<file path="src/rtl/core/lsd_pkg.sv">
// Package for the decimal LSD radix sorter: widths, bucket count, the
// sequencer state type and the digit helper functions. No dependencies.
package lsd_pkg;
  localparam int unsigned DefCapacity = 64;
  localparam int unsigned Radix       = 10;
  localparam int unsigned ValW        = 16;
  localparam int unsigned DigW        = 4;

  typedef enum logic [3:0] {
    ST_LOAD, ST_CLR, ST_HIST, ST_HWAIT, ST_PFX, ST_SCAT, ST_SWAIT, ST_COPY, ST_CWAIT,
    ST_NEXT, ST_EMIT, ST_EWAIT
  } state_e;

  // decimal digit of v selected by pass index p (0..4): scale v by
  // 2^32 / 10^(p+1), keep the fraction and multiply it by ten
  function automatic logic [DigW-1:0] digit_of(input logic [ValW-1:0] v,
                                               input logic [2:0] p);
    logic [28:0] k;
    logic [44:0] prod;
    logic [35:0] frac10;
    case (p)
      3'd0: k = 29'd429496730;
      3'd1: k = 29'd42949673;
      3'd2: k = 29'd4294968;
      3'd3: k = 29'd429497;
      default: k = 29'd42950;
    endcase
    prod = 45'(v) * 45'(k);
    frac10 = 36'({prod[31:0], 3'b000}) + 36'({prod[31:0], 1'b0});
    return frac10[35:32];
  endfunction

  // max / weight(p) != 0
  function automatic logic pass_needed(input logic [ValW-1:0] m, input logic [2:0] p);
    logic r;
    case (p)
      3'd0: r = (m != 16'd0);
      3'd1: r = (m >= 16'd10);
      3'd2: r = (m >= 16'd100);
      3'd3: r = (m >= 16'd1000);
      3'd4: r = (m >= 16'd10000);
      default: r = 1'b0;
    endcase
    return r;
  endfunction
endpackage

</file>
<file path="src/rtl/core/lsd_mem.sv">
// Simple dual-port synchronous memory with a registered read.
// Uses lsd_pkg for the data width.
module lsd_mem #(
  parameter int unsigned Depth = lsd_pkg::DefCapacity
) (
  input  logic                       clk_i,
  input  logic                       we_i,
  input  logic [$clog2(Depth)-1:0]   waddr_i,
  input  logic [lsd_pkg::ValW-1:0]   wdata_i,
  input  logic [$clog2(Depth)-1:0]   raddr_i,
  output logic [lsd_pkg::ValW-1:0]   rdata_o
);
  logic [lsd_pkg::ValW-1:0] mem_q [Depth];

  always_ff @(posedge clk_i) begin
    if (we_i) mem_q[waddr_i] <= wdata_i;
    rdata_o <= mem_q[raddr_i];
  end
endmodule

</file>
<file path="src/rtl/core/lsd_decimal_radix_sort.sv">
// Top level of the decimal LSD radix sorter: sequencer, histogram registers
// and two lsd_mem stores. Depends on lsd_pkg and lsd_mem.
//
// Usage: values enter on value_i/last_i with in_valid_i/in_ready_o, one per
// cycle while loading. The transfer with last_i high closes the set; the
// block then sorts and sends every stored value on sorted_value_o with
// out_valid_o/out_ready_i, ascending, last_res_o on the final one and
// overflowed_o on all of them if values past CAPACITY were dropped.
// The sort runs P digit passes (P = decimal digits of the maximum, at most
// 5), and its pace is bounded by the one read port of each store: every
// pass walks the set three times (histogram, scatter, copy back). Emission
// first primes the read of entry 0, and stalls hold the current result in
// the output register.
// in_ready_o is low from the last transfer until the final result leaves.
// Reset clears the sequencer, counters and bucket registers; store contents
// are left undefined and are only read after being written in the set.
module lsd_decimal_radix_sort #(
  parameter int unsigned CAPACITY = lsd_pkg::DefCapacity
) (
  input  logic                     clk_i,
  input  logic                     rst_ni,
  input  logic                     in_valid_i,
  output logic                     in_ready_o,
  input  logic [lsd_pkg::ValW-1:0] value_i,
  input  logic                     last_i,
  output logic                     out_valid_o,
  input  logic                     out_ready_i,
  output logic [lsd_pkg::ValW-1:0] sorted_value_o,
  output logic                     last_res_o,
  output logic                     overflowed_o
);
  localparam int unsigned AW = $clog2(CAPACITY);
  localparam int unsigned CW = $clog2(CAPACITY + 1);

  lsd_pkg::state_e state_q, state_d;
  logic [CW-1:0] cnt_q, cnt_d, idx_q, idx_d;
  logic [lsd_pkg::ValW-1:0] max_q, max_d;
  logic drop_q, drop_d;
  logic [2:0] pass_q, pass_d;
  logic [CW-1:0] bkt_q [lsd_pkg::Radix];
  logic [CW-1:0] bkt_d [lsd_pkg::Radix];
  logic [lsd_pkg::ValW-1:0] out_val_q, out_val_d;
  logic out_vld_q, out_vld_d, out_last_q, out_last_d;

  logic va_we, sc_we;
  logic [AW-1:0] va_wa, va_ra, sc_wa, sc_ra;
  logic [lsd_pkg::ValW-1:0] va_wd, va_rd, sc_rd;
  logic [lsd_pkg::DigW-1:0] dig;

  lsd_mem #(.Depth(CAPACITY)) u_val (
    .clk_i, .we_i(va_we), .waddr_i(va_wa), .wdata_i(va_wd),
    .raddr_i(va_ra), .rdata_o(va_rd));
  lsd_mem #(.Depth(CAPACITY)) u_scr (
    .clk_i, .we_i(sc_we), .waddr_i(sc_wa), .wdata_i(va_rd),
    .raddr_i(sc_ra), .rdata_o(sc_rd));

  assign dig = lsd_pkg::digit_of(va_rd, pass_q);
  assign in_ready_o = (state_q == lsd_pkg::ST_LOAD);
  assign out_valid_o = out_vld_q;
  assign sorted_value_o = out_val_q;
  assign last_res_o = out_last_q;
  assign overflowed_o = drop_q;

  always_ff @(posedge clk_i or negedge rst_ni) begin
    if (!rst_ni) begin
      state_q <= lsd_pkg::ST_LOAD;
      cnt_q <= '0; idx_q <= '0; max_q <= '0; drop_q <= 1'b0; pass_q <= '0;
      out_vld_q <= 1'b0; out_last_q <= 1'b0;
      for (int b = 0; b < lsd_pkg::Radix; b++) bkt_q[b] <= '0;
    end else begin
      state_q <= state_d;
      cnt_q <= cnt_d; idx_q <= idx_d; max_q <= max_d; drop_q <= drop_d;
      pass_q <= pass_d; out_vld_q <= out_vld_d; out_last_q <= out_last_d;
      for (int b = 0; b < lsd_pkg::Radix; b++) bkt_q[b] <= bkt_d[b];
    end
  end

  always_ff @(posedge clk_i) out_val_q <= out_val_d;

  always_comb begin
    state_d = state_q; cnt_d = cnt_q; idx_d = idx_q; max_d = max_q;
    drop_d = drop_q; pass_d = pass_q; out_vld_d = out_vld_q;
    out_last_d = out_last_q; out_val_d = out_val_q;
    for (int b = 0; b < lsd_pkg::Radix; b++) bkt_d[b] = bkt_q[b];
    va_we = 1'b0; va_wa = cnt_q[AW-1:0]; va_wd = value_i;
    va_ra = idx_q[AW-1:0];
    sc_we = 1'b0; sc_wa = '0; sc_ra = idx_q[AW-1:0];
    unique case (state_q)
      lsd_pkg::ST_LOAD: begin
        if (in_valid_i) begin
          if (cnt_q < CW'(CAPACITY)) begin
            va_we = 1'b1;
            cnt_d = cnt_q + 1'b1;
            if (value_i > max_q) max_d = value_i;
          end else begin
            drop_d = 1'b1;
          end
          if (last_i) begin
            pass_d = '0;
            state_d = lsd_pkg::ST_NEXT;
          end
        end
      end
      lsd_pkg::ST_NEXT: begin
        idx_d = '0;
        if (lsd_pkg::pass_needed(max_q, pass_q)) state_d = lsd_pkg::ST_CLR;
        else state_d = (cnt_q == '0) ? lsd_pkg::ST_LOAD : lsd_pkg::ST_EMIT;
        if (cnt_q == '0 && !lsd_pkg::pass_needed(max_q, pass_q)) begin
          max_d = '0; drop_d = 1'b0;
        end
      end
      lsd_pkg::ST_CLR: begin
        for (int b = 0; b < lsd_pkg::Radix; b++) bkt_d[b] = '0;
        idx_d = '0;
        state_d = lsd_pkg::ST_HIST;
      end
      lsd_pkg::ST_HIST: begin
        // read issued at idx; count the word read last cycle
        if (idx_q != '0) bkt_d[dig] = bkt_q[dig] + 1'b1;
        if (idx_q == cnt_q) state_d = lsd_pkg::ST_PFX;
        else idx_d = idx_q + 1'b1;
      end
      lsd_pkg::ST_PFX: begin
        for (int b = 1; b < lsd_pkg::Radix; b++) bkt_d[b] = bkt_q[b] + bkt_d[b-1];
        idx_d = cnt_q;
        state_d = lsd_pkg::ST_SCAT;
      end
      lsd_pkg::ST_SCAT: begin
        // address idx-1 read, write the word read last cycle
        va_ra = AW'(idx_q - 1'b1);
        if (idx_q != cnt_q) begin
          sc_we = 1'b1;
          sc_wa = AW'(bkt_q[dig] - 1'b1);
          bkt_d[dig] = bkt_q[dig] - 1'b1;
        end
        if (idx_q == '0) begin
          sc_we = 1'b1; sc_wa = AW'(bkt_q[dig] - 1'b1);
          idx_d = '0;
          state_d = lsd_pkg::ST_COPY;
        end else begin
          idx_d = idx_q - 1'b1;
        end
      end
      lsd_pkg::ST_COPY: begin
        sc_ra = idx_q[AW-1:0];
        if (idx_q != '0) begin
          va_we = 1'b1; va_wa = AW'(idx_q - 1'b1); va_wd = sc_rd;
        end
        if (idx_q == cnt_q) begin
          pass_d = pass_q + 1'b1;
          state_d = lsd_pkg::ST_NEXT;
        end else idx_d = idx_q + 1'b1;
      end
      lsd_pkg::ST_EMIT: begin
        // prime read of entry 0
        va_ra = '0;
        idx_d = CW'(1);
        state_d = lsd_pkg::ST_EWAIT;
      end
      lsd_pkg::ST_EWAIT: begin
        if (!out_vld_q || out_ready_i) begin
          out_vld_d = 1'b1;
          out_val_d = va_rd;
          out_last_d = (idx_q == cnt_q);
          va_ra = idx_q[AW-1:0];
          if (idx_q == cnt_q) state_d = lsd_pkg::ST_HWAIT;
          else idx_d = idx_q + 1'b1;
        end else begin
          va_ra = AW'(idx_q - 1'b1);
        end
      end
      lsd_pkg::ST_HWAIT: begin
        // drain final result
        if (out_ready_i) begin
          out_vld_d = 1'b0; out_last_d = 1'b0;
          cnt_d = '0; max_d = '0; drop_d = 1'b0;
          state_d = lsd_pkg::ST_LOAD;
        end
      end
      default: state_d = lsd_pkg::ST_LOAD;
    endcase
  end

  // the scatter sequence above issues a read at idx-1 and consumes the prior
  // word; on entry idx==cnt so the first cycle only issues.

  assert property (@(posedge clk_i) disable iff (!rst_ni)
    out_valid_o |-> !in_ready_o)
    else $error("result shown while loading");
  assert property (@(posedge clk_i) disable iff (!rst_ni)
    (out_valid_o && !out_ready_i) |=> $stable(sorted_value_o))
    else $error("stalled result changed");
  assert property (@(posedge clk_i) disable iff (!rst_ni)
    cnt_q <= CW'(CAPACITY))
    else $error("item count above capacity");
endmodule
</file>
<file path="config.mk">
export PLATFORM = sky130hd
export DESIGN_NAME = lsd_decimal_radix_sort
export DESIGN_NICKNAME = d
export VERILOG_FILES = /design/src/rtl/core/lsd_pkg.sv /design/src/rtl/core/lsd_mem.sv /design/src/rtl/core/lsd_decimal_radix_sort.sv
export SDC_FILE = /design/constraint.sdc
export NUM_CORES = 2
export LEC_CHECK = 0
export ABC_AREA = 1
export BUFFER_PORTS_ARGS = -buffer_cell sky130_fd_sc_hd__buf_2
export CAP_MARGIN = 20
export CORE_MARGIN = 3
export CORE_UTILIZATION = 50
export CTS_CLUSTER_SIZE = 12
export DETAILED_ROUTE_END_ITERATION = 7
export PLACE_DENSITY = 0.68
export SYNTH_ARGS = -nofsm -noshare
export SYNTH_HDL_FRONTEND = slang
export SYNTH_SLANG_ARGS = --single-unit
</file>
<file path="constraint.sdc">
create_clock -name clk_i -period 20.1 [get_ports clk_i]
set_input_delay 3.015 -clock clk_i [delete_from_list [all_inputs] [get_ports clk_i]]
set_output_delay 3.015 -clock clk_i [all_outputs]
set_load 0.005 [all_outputs]
</file>
* Word-level counts from Yosys, hierarchy flattened *
Memory sizes are Yosys's and may differ from the RTL's. A register that Yosys moved wholly into a read port is not among the register bits.
Cells that the tools add are included.

cells by class
  multiplexer cells = 72
  equality and inequality tests = 29
  bitwise operators = 1
  $add $sub $neg = 16
  multiply operators = 1
  magnitude comparators = 8
  reductions and logical operators = 30

operators by type and width
  operator              count
  $pmux 63 s4           1
  $bwmux 70             2
  $mux 70               2
  $pmux 29 s4           1
  $mux 16               7
  $add 7x7->7           9
  $mux 7                9
  $pmux 16 s3           1
  $pmux 7 s6            1
  $mux 4                10
  $pmux 4 s10           1
  $add 35x33->36        1
  $mux 6                6
  $mul 16x29->32        1
  $bmux 7 s4            1
  $demux 7 s4           1
  $ne 2x2->1 const B    11
  $add 7x1->7 const B   3
  $pmux 7 s3            1
  $pmux 6 s3            1
  $mux 1                17
  $ge 16x10->1 const B  1
  $ge 16x14->1 const B  1
  $ge 16x4->1 const B   1
  other kinds (43)      67

storage, ports and cells
  bits in writable memories = 2,048
  register bits after elaboration = 126
  memories kept = 2
  word-level logic and storage cells = 178
  output and inout bits = 20
  bits of input ports = 21

memory list
  name         depth  bits a word  read ports  clocked after Yosys merged registers in  write ports  line           source
  u_scr.mem_q  64     16           1           1                                        1            lsd_mem.sv:13  logic [lsd_pkg::ValW-1:0] mem_q [Depth];
  u_val.mem_q  64     16           1           1                                        1            lsd_mem.sv:13

* Logic depth before layout (Yosys ltp) *
  depth in word-level cells = 12
  mapped depth = 64
  gate-level depth less buffers = 62

* Hierarchy *
A second synthesis with hierarchy kept.

second synthesis, totals
  cells, all modules = 10,003
  area total of the unflattened synthesis = 106,019.2 um2

modules (own cells, without submodules)
  module                  sequential area each (um2)  area an instance (um2)  cells an instance  times used
  lsd_mem at u_scr        31,069.8                    42,106.6                3,532              1
  lsd_mem at u_val        31,069.8                    42,099.1                3,517              1
  lsd_decimal_radix_sort  2,982.9                     21,813.4                2,954              1

* Least setup slack after synthesis *
Ideal clock, no wire load.

  kind = register to register
  from = register pass_q[0]
  to = memory u_scr.mem_q[16][0] in the netlist's numbering (enable)
  setup slack = 9.032 ns
  required time = 19.712 ns
  arrival = 10.679 ns
  setup time = 0.388 ns
  path buffers = 4
  clock period less this slack = 11.068 ns
  stages on the path, launching flop included = 57
  cells stage by stage = dfrtp_1 -> inv_1 -> ha_1 -> nand2_1 -> clkbuf_1 -> inv_1 -> nor2_1 -> inv_1 -> nor2_1 -> clkinv_1 -> nor2_1 -> clkbuf_1 -> inv_1 -> nand2_1 -> fa_1 -> fa_1 -> inv_1 -> fa_1 -> [21 not listed] -> a211oi_1 -> nand3_1 -> nand2_4 -> inv_2 -> buf_4 -> nand2_1 -> nand2_1 -> nand2_1 -> nand2_1 -> a21o_1 -> buf_2 -> ha_1 -> nand3_2 -> xor2_4 -> nand2_4 -> nor2_2 -> nand2_2 -> nor2_1

on the way
  cells in the longest elaborated chain, start to end = 12
  elaborated cells between the ends (all ways) = 15
  classes of those cells = add/sub (2); mul (1); eq/ne (3); mux (7); bitwise (1); reduce/logical (1)

RTL lines
  element                                      line                                                          source
  from (decl)                                  lsd_decimal_radix_sort.sv:39                                  logic [2:0] pass_q, pass_d;
  from (signal assigned)                       lsd_decimal_radix_sort.sv:73                                  pass_q <= pass_d; out_vld_q <= out_vld_d; out_last_q <= out_last_d;
  $eq 3x2->1, or another cell as far along     lsd_pkg.sv:21                                                 case (p)
  $pmux 29 s4 *                                lsd_pkg.sv:21
  $mul 16x29->32 *                             lsd_pkg.sv:28                                                 prod = 45'(v) * 45'(k);
  $add 35x33->36 *                             lsd_pkg.sv:29                                                 frac10 = 36'({prod[31:0], 3'b000}) + 36'({prod[31:0], 1'b0});
  $not 4->5 (not written as such) *            lsd_decimal_radix_sort.sv:133, lsd_decimal_radix_sort.sv:137
  $bmux 7 s4 *                                 lsd_decimal_radix_sort.sv:133, lsd_decimal_radix_sort.sv:137
  $mux 7 (not written as such) * (2 in a row)  lsd_decimal_radix_sort.sv:133, lsd_decimal_radix_sort.sv:137
  $sub 7x1->7 *                                lsd_decimal_radix_sort.sv:133, lsd_decimal_radix_sort.sv:137
  $mux 6                                       lsd_decimal_radix_sort.sv:131                                 if (idx_q != cnt_q) begin
  $mux 6 *                                     lsd_decimal_radix_sort.sv:136                                 if (idx_q == '0) begin
  $mux 6 *                                     lsd_decimal_radix_sort.sv:88                                  unique case (state_q)
  to (decl)                                    lsd_mem.sv:13

Mark *: on every way between the ends. The rest lies on a longest branch, timed or not. The select of a mux whose other input is x is not followed.

* Worst setup path after layout *
Same ends and word-level chain as after synthesis.

==> results.md <==
- CP most frequent cell: nand2_1
- Worst Path Buf+Inv: 10
- Fin crit share: 0.698
- Starting Density: 0.504
- Run status: finished clean
- HPWL after detailed placement: 174000 um
- Fin. max-slew vios: 0
- Synth area leader: edfxtp_1
- Synth area leaders: edfxtp_1 (61%), o21ai_0 (5.9%), fa_1 (5.7%)
- Worst reg-to-reg path cell count: 46
- Hold depth: 2
- Synth unique cells: 62
- TritonRoute pass-1 iters: 6
- Antenna Violating Nets Remaining: 0
- Vias: 70.2k
- Worst path slowest cell: nor2_1
- Rows: 165
- Skew final: 0.0332 ns
- Buffers added on ports: 40
- Syn_nets: 9263
- Critical path arrival: 14.55 ns
- H-tree levels: 4
- CP max stage delay: 0.96 ns
- RR Endpoint: u_scr.mem_q[16][0]
- Cells after Synth: 8764
- Yosys top cell area share: 0.607
- Ys async rst share: 0.0455
- Synth Flop Type: edfxtp_1
- Hold WS: 0.483 ns
- Worst R2R Setup Slack: 6.07 ns
- Final setup viols: 0
- DRC viols: 0
- Sequential fraction of the synthesis area: 0.638
- CP Class: flip-flop to flip-flop
- Post-Synthesis Cell Area: 102000 um^2
- First DRT Iteration DRCs: 8791
- CTS Buffer Depth: 3
- Mean post-synth cell area: 11.6 um^2
- Placeable Area: 203000 um^2
- Final hold viol count: 0
- Final wirelength: 287000 um
- DIE HEIGHT: 458 um
- Worst setup EP type: flip-flop
- Leading cell types in the layout, fill and taps excluded: edfxtp_1 (2064), nor2_1 (1373), o21ai_0 (1197)
- Synth Register Bits: 2196
- First-pass GRT wire length: 431000 um
- Minimum clock period: 14.03 ns
- Area growth syn-to-layout: 10.1%
- Nature of the critical path startpoint: flip-flop
- Postcts setup bufs: 0
- Total die area: 210000 um^2
- Reg2Reg Launch Point: pass_q[0]
- Clk_lat worst skew: 0.86 ns
- Worst hold path class: flip-flop to flip-flop
- Worst hold endpoint: bkt_q[40]
- GPL Wtd Cong: 0.958
- Gr usage total: 0.271
- Post-CTS Hold Buffers: 0
- Hold_sp: bkt_q[40]
- Largest net degree at the start of global routing: 212
- RSZ-0062 raised after global routing: false
- Max Cap Viol: 0
- CTS tree: yes
- Commonest non-fill, non-tap cell in the layout: edfxtp_1
- # IOs: 41
- Worst-Margin Slew: 1.19 ns
- Worst-path clk slew: 0.07 ns
- Final Core Density: 0.555
- Root buf cell: clkbuf_16
- # resized after CTS: 0
- Initial antenna violation count: 17
- Syn. warnings: 0
- TritonCTS Buffers: 218
- Critical path's top delay family: simple AND/OR/NAND/NOR gates
- Setup TNS Final: 0 ns
- Routed WL per cell: 24.8 um
- Chip Width: 458 um
- Fmax achieved: 71.3 MHz
- Worst slew margin: 0.208
- Gr ovfl total: 0
- Vias in the first global route: 67.9k
- Layout cell share with drive strength beyond 1: 0.0764
- Number of synthesized flops with an enable pin: 2064
- Clock sinks: 2196
- Crit Path Max Fanout: 17
- Final net count: 9251
- Required @ worst endpoint: 20.62 ns
- Vias per cell: 6.06
==> synthesized netlist by cell type (all sizes together) (21+ instances only) <==
cell    number
dfxtp       32
nand2      847
o22ai      310
edfxtp    2064
or2         21
clkbuf     473
o21ai     1209
nand4       21
o211ai     166
ha         188
xor2        47
o221ai     225
fa         290
nor2      1392
a21oi      167
nand3      384
xnor2       34
inv        663
nor3        33
dfrtp      100
==> state kept, by name, indices dropped and copies added (netlist names) <==
name and cells:
out_valid_o 1, u_val.mem_q 1024, u_scr.mem_q 1024, u_val.rdata_o 16, last_res_o 1, u_scr.rdata_o 16, max_q 16, idx_q 7
overflowed_o 1, sorted_value_o 16, state_q 4, cnt_q 7, pass_q 3, bkt_q 60
==> worst max path at each step <==
stage | from | end | slack, ns | cells after the start
after detailed placement | pass_q[0] | u_scr.mem_q[45][5] | 6.20 | 48
after floorplan | pass_q[0] | u_scr.mem_q[16][0] | 9.03 | 56
after global placement | pass_q[0] | u_scr.mem_q[32][2] | 6.57 | 48
after global routing | pass_q[0] | u_scr.mem_q[5][0] | 5.18 | 48
final | pass_q[0] | u_scr.mem_q[16][0] | 6.07 | 46
after CTS | pass_q[0] | u_scr.mem_q[45][5] | 6.16 | 48
==> per-layer routing <==
layer / GRT usage / wire length (um) / share of wire
met3: 0.0408 / 25700 / 0.089
met5: 0 / 0 / 0
met4: 0.101 / 11100 / 0.039
met2: 0.426 / 134000 / 0.46
met1: 0.383 / 117000 / 0.41
==> metrics by stage <==
stage	instances	instance area, um^2	worst slack, ns
6_report	11600	112000	6.07
5_1_grt	11600	112000	5.18
4_1_cts	11600	112000	6.16
3_5_place_dp	11200	106000	6.20
3_3_place_gp	11200	106000	6.57
2_1_floorplan	8764	102000	9.03
==> worst reg2reg max path: cells and delay by family, from the launching register on <==
family,cells,cell delay [ns]
simple gates,17,5.15
flops,1,0.44
compound gates,7,2.08
buf+inv,10,1.52
xor+xnor,2,0.56
fa+ha+maj,10,3.93
==> area by class of cell <==
| type | instances | area, um^2 |
|---|---|---|
| sequential | 2196 | 65200 |
| antenna | 10 | 25.0 |
| tap | 2672 | 3340 |
| fill | 16600 | 90200 |
| timing repair buffer | 258 | 1950 |
| inverter | 678 | 2570 |
| clock buffer | 320 | 6010 |
| clock inverter | 52 | 563 |
| multi-input combinational | 5400 | 32700 |
==> kinds of logic after synthesis <==
group,after synthesis,synth area share
flip-flops,2196,0.638
buffers and inverters,1168,0.0433
XOR/XNOR,81,0.00714
adder cells (fa/ha/maj),478,0.0800
AO/OA/AOI/OAI,2126,0.122
AND/OR/NAND/NOR,2714,0.109
multiplexers,1,0.0000981
Power is not shown: default switching activity piles up to over one toggle a cycle in this logic, so the estimate is an artifact.
